===== src/tsri_pkg.sv =====
`timescale 1ns / 1ps
// ----------------------------------------------------------------------------
// tsri_pkg
// Shared types and constants of the timestamped ring interpolator.
// ----------------------------------------------------------------------------
package tsri_pkg;

   localparam int TIME_W         = 48;
   localparam int ANGLE_W        = 32;
   localparam int DIFF_A_W       = ANGLE_W + 1;
   localparam int DIFF_T_W       = TIME_W + 1;
   localparam int HALF_W         = TIME_W / 2;
   localparam int PART_W         = ANGLE_W + HALF_W;
   localparam int PROD_W         = ANGLE_W + TIME_W;
   localparam int QUOT_W         = 40;
   localparam int SUM_W          = QUOT_W + 2;
   localparam int RING_DEPTH_DEF = 16;
   localparam int QUEUE_DEPTH    = 2;

   localparam logic OP_STORE = 1'b0;
   localparam logic OP_QUERY = 1'b1;

   localparam logic [ANGLE_W-1:0] ANGLE_MAX = {1'b0, {(ANGLE_W-1){1'b1}}};
   localparam logic [ANGLE_W-1:0] ANGLE_MIN = {1'b1, {(ANGLE_W-1){1'b0}}};

   typedef struct packed {
      logic                      kind;
      logic [TIME_W-1:0]         timestamp;
      logic signed [ANGLE_W-1:0] angle;
   } req_type;

   typedef struct packed {
      logic signed [ANGLE_W-1:0] result_angle;
      logic [TIME_W-1:0]         result_time;
      logic                      found;
   } rsp_type;

   typedef struct packed {
      logic               op;
      logic [TIME_W-1:0]  stamp;
      logic [ANGLE_W-1:0] angle;
   } cmd_type;

   typedef struct packed {
      logic               start;
      logic [TIME_W-1:0]  rem_init;
      logic [QUOT_W-1:0]  dividend;
      logic [TIME_W-1:0]  divisor;
   } div_req_type;

   typedef struct packed {
      logic              busy;
      logic [QUOT_W-1:0] quotient;
   } div_sts_type;

endpackage


===== src/tsri_front.sv =====
`timescale 1ns / 1ps
// ----------------------------------------------------------------------------
// tsri_front
// Input stage: takes request beats, decodes them into store or query commands
// and hands them to the command queue.
// ----------------------------------------------------------------------------
module tsri_front (
   input  logic              clock,
   input  logic              reset,
   input  logic              req_valid,
   input  tsri_pkg::req_type req_data,
   output logic              req_stall,
   input  logic              q_full,
   output logic              q_push,
   output tsri_pkg::cmd_type q_push_data
);
   import tsri_pkg::*;

   logic    hold_vld_ff, hold_vld_in;
   cmd_type cmd_ff, cmd_in;
   logic    accept;

   assign req_stall   = hold_vld_ff && q_full;
   assign accept      = req_valid && !req_stall;
   assign q_push      = hold_vld_ff && !q_full;
   assign q_push_data = cmd_ff;

   always_comb begin
      hold_vld_in = hold_vld_ff;
      cmd_in      = cmd_ff;
      if (q_push) begin
         hold_vld_in = 1'b0;
      end
      if (accept) begin
         hold_vld_in  = 1'b1;
         cmd_in.op    = req_data.kind ? OP_QUERY : OP_STORE;
         cmd_in.stamp = req_data.timestamp;
         // queries carry no angle
         cmd_in.angle = req_data.kind ? '0 : req_data.angle;
      end
   end

   always_ff @(posedge clock) begin
      if (reset) begin
         hold_vld_ff <= 1'b0;
      end else begin
         hold_vld_ff <= hold_vld_in;
      end
      cmd_ff <= cmd_in;
   end

endmodule


===== config.mk =====
export PLATFORM = sky130hd
export DESIGN_NAME = tsri_front
export DESIGN_NICKNAME = d
export VERILOG_FILES = /design/src/tsri_pkg.sv /design/src/tsri_front.sv
export SDC_FILE = /design/constraint.sdc
export NUM_CORES = 1
export LEC_CHECK = 0
export BUFFER_PORTS_ARGS = -buffer_cell sky130_fd_sc_hd__buf_4
export CAP_MARGIN = 20
export CORE_MARGIN = 8
export CORE_UTILIZATION = 35
export DETAILED_ROUTE_END_ITERATION = 8
export MAX_ROUTING_LAYER = met4
export PLACE_DENSITY = 0.68
export RECOVER_POWER = 50
export SYNTH_ARGS = -nofsm -noshare
export SYNTH_HDL_FRONTEND = slang
export SYNTH_SLANG_ARGS = --single-unit

===== constraint.sdc =====
create_clock -name clock -period 7.8 [get_ports clock]
set_clock_uncertainty 0.15 [all_clocks]
set_input_delay 1.56 -clock clock [delete_from_list [all_inputs] [get_ports clock]]
set_output_delay 1.56 -clock clock [all_outputs]
set_load 0.01 [all_outputs]

==> metrics.cfg, run 1 <==
[grt]
first_pass_grt_wire_length_um = 10100
grt_util_all_layers_pct = 12.7
grt_pass1_vias = 1865
maximum_number_of_pins_on_one_net_before_global_route_repair = 82
number_of_antenna_violations_at_the_first_check_in_global_routing = 1
global_route.overflow_total = 0

[logic_synthesis]
synth_cell_type_count = 7
synth_ff_type = sky130_fd_sc_hd__edfxtp_1
synth-warning-count = 0
synth_largest_type_area_fraction_pct = 90.0
synthesis.nets = 207
postSynthRegisterBits = 82
ys_top_cells_by_count = sky130_fd_sc_hd__edfxtp_1 (81), sky130_fd_sc_hd__nor2b_1 (34), sky130_fd_sc_hd__buf_4 (3)
synth_largest_area_cell = sky130_fd_sc_hd__edfxtp_1
synth_top_cells_by_area = sky130_fd_sc_hd__edfxtp_1 (90%), sky130_fd_sc_hd__nor2b_1 (7.9%), sky130_fd_sc_hd__buf_4 (0.83%)
synthMostInstantiatedCell = sky130_fd_sc_hd__edfxtp_1
synth-edff-count = 81
syn_avg_cell_area_sq_um = 22.2
synth_async_sr_flop_share_pct = 0
post_synthesis_instance_total = 122
seq_total_area_yosys_pct = 90.7
mappedNetlistArea_sq_um = 2700

[floorplanning]
floorplan.io_pins = 168
start_util_pct = 35.5
die_h_um = 104
chipWidth_um = 104
core.rowCount = 32
floorplan.die_area_sq_um = 10800
core_area_sq_um = 7610

[timing]
worstMarginPinSlew_ps = 1280
min_period_ps = 3730
tns_ps = 0
finalHoldViolations = 0
report.final.setup_viol = 0
timing.max_slew.rel_slack_pct = 14.5
unrepaired_setup_endpoints_after_global_routing = false
final_min_period_over_clock_period_pct = 47.8
clock.fmax_ghz = 0.268
finalMaxSlewViolations = 0

[clock_network]
post_cts_resized = 0
cts_tree = built
postCtsSetupBuffers = 0
clkTransAtPathRegs_ps = 90
clock_tree.buffer_depth = 2
cts.root.buffer_cell = sky130_fd_sc_hd__clkbuf_8
cts_made_buffers = 9
clock_latency_late_sink_ps = 340
cts_max_level = 3
cts_sink_count = 82
hold_buffers = 0

[hold_path]
number_of_cells_on_the_worst_hold_path = 2
min_from = hold_vld_ff$_SDFFE_PP0P_
hp-class = flop to flop

[critical_path]
startpoint_to_endpoint_class_of_the_critical_path = input port to output port
r2r-end = q_push_data[48]$_DFFE_PP_
rr_startpoint = hold_vld_ff$_SDFFE_PP0P_
critical_path.max_stage_delay_ps = 200
worst_reg_to_reg_cells = 3
crit_slowest_cell = sky130_fd_sc_hd__and2_1
setup.worst_path.start_class = input port
crit_start = q_full
worstPathArrival_ps = 2020
endpoint_kind = output port
cp.required_ps = 6090
critical_path.max_fanout = 3
reg2reg_setup_slack_ps = 5870
setup_crit_end = req_stall
worstPathCellList = clkbuf_1 > and2_1 > buf_4

[detailed_routing]
top_layer = met4
drt-vias-per-instance = 4.16
detail_route.first_pass.iterations = 4
number_of_drc_markers_in_iteration_0 = 30
met3RoutedLength_um = 844
drt-total-wl_um = 6710
drt.antenna.violating_nets = 0
detailroute.wirelength.met2_um = 3110
average_detailed_routed_wire_length_per_instance_um = 16.5
drt_drc_violations_left = 0
num_vias = 1690
wirelength_met1_um = 2640

[placement]
portBuffers = 167
gp_routability_congestion = 0.714
hpwlAfterDp_um = 5230

[flow_run]
number_of_max_capacitance_violations_reported = 0

[cells_and_area]
final_core_util_pct = 53.9
areaGrowthSynthToFinish_pct = 51.8
proportion_of_layout_cells_with_a_drive_suffix_above_1_pct = 46.2
nets = 383

[power_and_ir_drop]
irDropWorstVdd_mv = 0.114
pwr_density_cell_nw_per_um2 = 220
p_leak_nw = 1.63

[outcome]
outcome = completed

[worst max-delay path, delay by kind of cell]
kind | cells | cell delay, ps
buf+inv | 2 | 260
simple gates | 1 | 200
[kinds of logic (layout without fill, tap and decap cells)]
kind of cell	Yosys count	after routing	share of synthesized area (%)
flip-flops	82	82	90.7
AND/OR/NAND/NOR	36	36	8.24
buffers and inverters	3	184	0.833
AO/OA/AOI/OAI	1	1	0.185
other	0	1	0
[metrics by stage]
| stage | std cells | setup slack, ps | instance area, sq um | hold slack (ps) | power (mW) |
|---|---|---|---|---|---|
| after CTS | 405 | 4070 | 4260 | 365 | 0.927 |
| after global placement | 389 | 4080 | 4080 | 341 | 0.640 |
| after global routing | 406 | 4030 | 4100 | 390 | 0.940 |
| after detailed placement | 389 | 4070 | 4080 | 345 | 0.642 |
| after floorplan | 122 | 1760 | 2700 | 307 | 0.567 |
| final | 406 | 4070 | 4100 | 362 | 0.904 |
[layer usage]
layer / up-vias / track usage [%]
met1: 772 / 13.4
met5: - / -
met4: 0 / 6.31
li1: 803 / -
met2: 106 / 18.6
met3: 9 / 7.19
[flip-flops by register name, summed over array words and instances (netlist names)]
| name | count |
|---|---|
| q_push_data | 81 |
| hold_vld_ff | 1 |
[where the power goes]
| group | switching, mW | internal (mW) | total (mW) |
|---|---|---|---|
| Combinational | 0.0448 | 0.0498 | 0.0946 |
| Sequential | 0.00672 | 0.516 | 0.523 |
| Clock | 0.142 | 0.144 | 0.286 |
[how the worst min path moves through the flow]
| stage | end | slack, ps |
|---|---|---|
| 6_report | hold_vld_ff$_SDFFE_PP0P_ | 360 |
| 3_3_place_gp | hold_vld_ff$_SDFFE_PP0P_ | 340 |
| 4_1_cts | hold_vld_ff$_SDFFE_PP0P_ | 360 |
| 3_5_place_dp | hold_vld_ff$_SDFFE_PP0P_ | 340 |
| 5_1_grt | hold_vld_ff$_SDFFE_PP0P_ | 390 |
| 2_1_floorplan | hold_vld_ff$_SDFFE_PP0P_ | 310 |
[area by class of cell]
class	count	area, sq um
fillers	704	3510
clock inverters	7	60.1
flip-flops and latches	82	2450
well taps	102	128
repair buffers	168	1100
multi-input cells	37	235
diodes	1	2.50
clock buffers	9	124
[placed cells by master, fill, tap and decap left out, types with 2 or more instances in the layout]
cell type	Yosys	layout
sky130_fd_sc_hd__clkinv_1	0	2
sky130_fd_sc_hd__nor2b_1	34	33
sky130_fd_sc_hd__buf_4	3	77
sky130_fd_sc_hd__clkinv_2	0	3
sky130_fd_sc_hd__edfxtp_1	81	81
sky130_fd_sc_hd__clkbuf_8	0	9
sky130_fd_sc_hd__clkbuf_1	0	43
sky130_fd_sc_hd__clkbuf_4	0	48
No activity file was read; power rests on OpenSTA's default activity.
==> run 2: changes to the inputs <==
- ABC_AREA: unset -> 1
- PLACE_DENSITY: 0.68 -> 0.7
- clock period: 7.8 -> 3.15 ns (I/O delays scaled with it)
==> metrics.cfg, run 2 <==
[outcome]
outcome = completed

[timing]
unrepaired_setup_endpoints_after_global_routing = false
tns_ps = 0
finalHoldViolations = 0
min_period_ps = 1840
clock.fmax_ghz = 0.544
report.final.setup_viol = 0
worstMarginPinSlew_ps = 1360
final_min_period_over_clock_period_pct = 58.4
timing.max_slew.rel_slack_pct = 9.62
finalMaxSlewViolations = 0

[grt]
grt_most_used_layer = met2
grt_util_all_layers_pct = 12.3
number_of_antenna_violations_at_the_first_check_in_global_routing = 0
grtUsageMet1_pct = 12.2
groute.layer.met2.usage_pct = 19.9
grt_pass1_vias = 1939
maximum_number_of_pins_on_one_net_before_global_route_repair = 82
first_pass_grt_wire_length_um = 10200
global_route.overflow_total = 0
groute.layer.met3.usage_pct = 6.88

[critical_path]
critical_path.max_fanout = 33
crit_slowest_cell = sky130_fd_sc_hd__clkbuf_1
worstPathCellList = clkbuf_1 > nor2_1
setup_crit_end = q_push_data[28]$_SDFFCE_PP0P_
worstSetupPathDepth = 2
cp_top_family = buffers and inverters
reg2reg_setup_slack_ps = 1590
cp.required_ps = 3040
critical_path.max_stage_delay_ps = 970
rr_startpoint = hold_vld_ff$_SDFFE_PP0P_
crit_start = req_data[80]
r2r-end = q_push_data[52]$_DFFE_PP_
setup.worst_path.start_class = input port
startpoint_to_endpoint_class_of_the_critical_path = input port to flop
critPathBufInv = 1
worst_reg_to_reg_cells = 4
worstPathArrival_ps = 1730
endpoint_kind = flop

[logic_synthesis]
synthesis.nets = 241
synth_async_sr_flop_share_pct = 0
seq_total_area_yosys_pct = 89.1
post_synthesis_instance_total = 156
synth_largest_type_area_fraction_pct = 88.3
synth_ff_type = sky130_fd_sc_hd__edfxtp_1
synth_largest_area_cell = sky130_fd_sc_hd__edfxtp_1
synth_top_cells_by_area = sky130_fd_sc_hd__edfxtp_1 (88%), sky130_fd_sc_hd__inv_1 (4.8%), sky130_fd_sc_hd__nor2_1 (4.6%)
synth-warning-count = 0
synth_cell_type_count = 7
synth-edff-count = 81
postSynthRegisterBits = 82
ys_top_cells_by_count = sky130_fd_sc_hd__edfxtp_1 (81), sky130_fd_sc_hd__inv_1 (35), sky130_fd_sc_hd__nor2_1 (34), sky130_fd_sc_hd__buf_6 (3)
syn_avg_cell_area_sq_um = 17.7
synthMostInstantiatedCell = sky130_fd_sc_hd__edfxtp_1
mappedNetlistArea_sq_um = 2750

[power_and_ir_drop]
share_seq_of_total_power_pct = 58.1
power_report.internal_total_mw = 1.71
power.share.clock_pct = 30.1
sw_frac_of_total_pct = 23.0
irDropWorstVdd_mv = 0.210
power.share.combinational_pct = 11.9
switching_power_uw = 513
p_leak_nw = 1.94
pwr_density_cell_nw_per_um2 = 518

[clock_network]
clock_latency_late_sink_ps = 340
clkTransAtPathRegs_ps = 80
hold_buffers = 0
cts_tree = built
clock_tree.buffer_depth = 2
cts_sink_count = 82
post_cts_resized = 0
cts.root.buffer_cell = sky130_fd_sc_hd__clkbuf_8
cts_made_buffers = 9
postCtsSetupBuffers = 0
cts_max_level = 3

[floorplanning]
start_util_pct = 35.8
floorplan.io_pins = 168
chipWidth_um = 105
die_h_um = 105
core.rowCount = 32
core_area_sq_um = 7690
floorplan.die_area_sq_um = 11000

[flow_run]
number_of_max_capacitance_violations_reported = 0

[cells_and_area]
proportion_of_layout_cells_with_a_drive_suffix_above_1_pct = 54.0
highest_count_cells_in_the_layout_ignoring_fill_and_taps = sky130_fd_sc_hd__buf_4 (116), sky130_fd_sc_hd__edfxtp_1 (81), sky130_fd_sc_hd__clkbuf_4 (50)
layout_commonest_cell = sky130_fd_sc_hd__buf_4
post_route_non_filler_standard_cell_count = 439
insertedDiodeCount = 0
largest_register_ff_count = 81
areaGrowthSynthToFinish_pct = 55.9
nets = 417

[detailed_routing]
number_of_drc_markers_in_iteration_0 = 73
num_vias = 1816
drt-total-wl_um = 6530
average_detailed_routed_wire_length_per_instance_um = 14.9
drt_drc_violations_left = 0
drt-vias-per-instance = 4.14
detail_route.first_pass.iterations = 4
drt.antenna.violating_nets = 0

[placement]
hpwlAfterDp_um = 5040
dpl.cell_count = 423
portBuffers = 167
gp_routability_congestion = 0.726

[hold_path]
hp-class = input port to flop
number_of_cells_on_the_worst_hold_path = 2

-- run 2: changes by cell type after synthesis --
cell                      previous run  this run
sky130_fd_sc_hd__inv_1               0        35
sky130_fd_sc_hd__nor2b_1            34         0
sky130_fd_sc_hd__nor2_1              1        34
sky130_fd_sc_hd__buf_4               3         0
sky130_fd_sc_hd__buf_6               0         3
sky130_fd_sc_hd__and2_1              1         0
sky130_fd_sc_hd__nand2_1             0         1
-- run 2: cell families (layout without fill, tap and decap cells) --
kind of cell	count (synthesis)	count (layout)	share of synthesized area, %
flip-flops	82	82	89.1
buffers and inverters	38	219	6.00
AND/OR/NAND/NOR	35	35	4.77
AO/OA/AOI/OAI	1	1	0.182
-- run 2: worst min-delay path by stage --
stage / slack, ps / endpoint / startpoint
after global placement: 310 / hold_vld_ff$_SDFFE_PP0P_ / hold_vld_ff$_SDFFE_PP0P_
after detailed placement: 320 / hold_vld_ff$_SDFFE_PP0P_ / hold_vld_ff$_SDFFE_PP0P_
after CTS: 260 / hold_vld_ff$_SDFFE_PP0P_ / reset
after global routing: 250 / hold_vld_ff$_SDFFE_PP0P_ / reset
final: 280 / hold_vld_ff$_SDFFE_PP0P_ / reset
after floorplan: 300 / hold_vld_ff$_SDFFE_PP0P_ / hold_vld_ff$_SDFFE_PP0P_
-- run 2: stage by stage --
stage / worst slack (ps) / total power [mW] / cell area, sq um / hold WS, ps / util, %
2_1_floorplan: 589 / 1.40 / 2760 / 298 / -
3_3_place_gp: 1270 / 1.59 / 4130 / 312 / 53.7
3_5_place_dp: 1250 / 1.59 / 4130 / 319 / 53.7
4_1_cts: 1320 / 2.27 / 4310 / 255 / 56.0
5_1_grt: 1120 / 2.33 / 4290 / 253 / 55.9
6_report: 1310 / 2.23 / 4290 / 277 / 55.9
-- run 2: power groups by stage --
stage	Clock (mW)	Sequential, mW	Combinational, mW
2_1_floorplan	0	1.36	0.0453
3_3_place_gp	0	1.32	0.270
3_5_place_dp	0	1.32	0.275
4_1_cts	0.700	1.29	0.275
5_1_grt	0.743	1.30	0.286
6_report	0.669	1.29	0.264
-- run 2: area by class of cell --
class / instances / area, sq um
Sequential cell: 82 / 2450
Fill cell: 654 / 3390
Timing Repair Buffer: 168 / 1270
Tap cell: 102 / 128
Clock inverter: 7 / 52.6
Clock buffer: 9 / 124
Inverter: 35 / 131
Multi-Input combinational cell: 36 / 136
-- run 2: routing by layer --
layer / vias to the layer above / wire [um]
met4: 0 / 73
met3: 6 / 804
met1: 829 / 2440
met2: 112 / 3210
met5: - / 0
li1: 869 / -
-- run 2: worst reg2reg max path: stages, from the launching register on --
cell and delay (ps):
sky130_fd_sc_hd__dfxtp_1 320, sky130_fd_sc_hd__nand2_1 70, sky130_fd_sc_hd__inv_1 60, sky130_fd_sc_hd__nor2_1 180, sky130_fd_sc_hd__buf_12 370
==> run 3: changes to the inputs <==
- clock period: 3.15 -> 1.63 ns (I/O delays scaled with it)
==> metrics.cfg, run 3 (synthesis gave the netlist of run 2 again) <==
[outcome]
outcome = completed

[power_and_ir_drop]
pwr_density_cell_nw_per_um2 = 1010
power.share.clock_pct = 36.4
irDropWorstVdd_mv = 0.547
power.share.combinational_pct = 12.8
share_seq_of_total_power_pct = 50.8
power_report.internal_total_mw = 3.87
switching_power_mw = 1.06
p_leak_nw = 2.20
sw_frac_of_total_pct = 21.6

[critical_path]
cp_top_family = flip-flops
cp.required_ps = 1530
reg2reg_setup_slack_ps = 160
endpoint_kind = flop
critPathBufInv = 2
setup.worst_path.start_class = flop
startpoint_to_endpoint_class_of_the_critical_path = flop to flop
worstPathArrival_ps = 1360
critical_path.max_stage_delay_ps = 360
crit_slowest_cell = sky130_fd_sc_hd__dfxtp_2
worstPathCellList = nand2_8 > inv_4 > nor2_2 > buf_12
critical_path.max_fanout = 34

[placement]
portBuffers = 167
dpl.cell_count = 425
gp_routability_congestion = 0.723
hpwlAfterDp_um = 5420

[timing]
min_period_ps = 1470
worstMarginPinSlew_ps = 621
finalHoldViolations = 0
timing.max_slew.rel_slack_pct = 58.6
finalMaxSlewViolations = 0
report.final.setup_viol = 0
clock.fmax_ghz = 0.681
unrepaired_setup_endpoints_after_global_routing = false
final_min_period_over_clock_period_pct = 90.0

[grt]
global_route.overflow_total = 0
maximum_number_of_pins_on_one_net_before_global_route_repair = 35
grt_pass1_vias = 2250
first_pass_grt_wire_length_um = 12100
number_of_antenna_violations_at_the_first_check_in_global_routing = 0
grt_util_all_layers_pct = 14.6

[clock_network]
clock_tree.buffer_depth = 2
cts_made_buffers = 9
cts_tree = built
cts.root.buffer_cell = sky130_fd_sc_hd__clkbuf_8
post_cts_resized = 0
cts_sink_count = 82
clkTransAtPathRegs_ps = 80
cts_max_level = 3
clock_latency_late_sink_ps = 340

[cells_and_area]
post_route_non_filler_standard_cell_count = 490
insertedDiodeCount = 0
layout_commonest_cell = sky130_fd_sc_hd__buf_4
highest_count_cells_in_the_layout_ignoring_fill_and_taps = sky130_fd_sc_hd__buf_4 (114), sky130_fd_sc_hd__edfxtp_1 (81), sky130_fd_sc_hd__dlygate4sd3_1 (49), sky130_fd_sc_hd__clkbuf_4 (49), sky130_fd_sc_hd__inv_1 (34)
areaGrowthSynthToFinish_pct = 78.3
nets = 468
final_core_util_pct = 63.9
proportion_of_layout_cells_with_a_drive_suffix_above_1_pct = 48.2
largest_register_ff_count = 81

[detailed_routing]
average_detailed_routed_wire_length_per_instance_um = 16.0
number_of_drc_markers_in_iteration_0 = 57
drt.antenna.violating_nets = 0
drt_drc_violations_left = 0
drt-vias-per-instance = 4.18
num_vias = 2046
drt-total-wl_um = 7820
detail_route.first_pass.iterations = 4

[flow_run]
number_of_max_capacitance_violations_reported = 0

[floorplanning]
floorplan.io_pins = 168
core.rowCount = 32
floorplan.die_area_sq_um = 11000
start_util_pct = 35.8
die_h_um = 105
chipWidth_um = 105
core_area_sq_um = 7690

[hold_path]
hp-class = input port to flop

[run 3: changes by cell type in the layout (fill, tap and decap cells not counted), sizes merged]
cell | previous run | this run
dlygate4sd3 | 0 | 49
clkinv | 2 | 0
clkbuf | 60 | 62
bufinv | 0 | 3
clkinvlp | 3 | 2
[run 3: area by class of cell]
type                            instances  area (sq um)
Clock buffer                            9           124
Tap cell                              102           128
Clock inverter                          7           125
Inverter                               35           134
Fill cell                             578          2780
Multi-Input combinational cell         36           155
Sequential cell                        82          2450
Timing Repair Buffer                  219          1790
[run 3: stage by stage]
stage / cell area [sq um] / hold slack [ps] / setup slack [ps] / power, mW / setup TNS, ps
2_1_floorplan: 2780 / 238 / -570 / 2.71 / -46190
3_3_place_gp: 4190 / 327 / 149 / 3.09 / 0
3_5_place_dp: 4190 / 329 / 141 / 3.10 / 0
4_1_cts: 4930 / 91.3 / 150 / 5.00 / 0
5_1_grt: 4910 / 93.8 / 84.7 / 5.12 / 0
6_report: 4910 / 108 / 163 / 4.93 / 0
[run 3: worst reg2reg max path, stage by stage (launching register included)]
cell                      delay (ps)
sky130_fd_sc_hd__dfxtp_2         360
sky130_fd_sc_hd__nand2_8          60
sky130_fd_sc_hd__inv_4            30
sky130_fd_sc_hd__nor2_2          300
sky130_fd_sc_hd__buf_12          260
[run 3: worst paths after layout]
| path | depth (start not counted) | endpoint | from |
|---|---|---|---|
| setup / recovery | 4 | q_push_data[17]$_SDFFCE_PP0P_ | hold_vld_ff$_SDFFE_PP0P_ |
| hold / removal | 3 | hold_vld_ff$_SDFFE_PP0P_ | req_valid |
| setup reg to reg | 4 | q_push_data[17]$_SDFFCE_PP0P_ | hold_vld_ff$_SDFFE_PP0P_ |
| hold reg to reg | 2 | hold_vld_ff$_SDFFE_PP0P_ | hold_vld_ff$_SDFFE_PP0P_ |
[run 3: repair_timing]
action                                 4_1_cts  5_1_grt
endpoints found under the hold margin       49        0
hold buffers                                49        0
setup buffers                                0        0
[run 3: power by group through the flow]
stage	registers, mW	clock network [mW]	logic [mW]
floorplan	2.62	0	0.0898
global placement	2.55	0	0.539
detailed placement	2.55	0	0.550
CTS	2.51	1.84	0.650
global route	2.52	1.92	0.681
finish	2.51	1.80	0.631
[run 3: routing by layer]
layer | GRT usage, % | vias to the layer above | wire [um]
li1 | - | 973 | -
met1 | 15.7 | 941 | 3110
met2 | 24.1 | 121 | 3900
met3 | 5.59 | 11 | 698
met4 | 5.30 | 0 | 112
met5 | - | - | 0
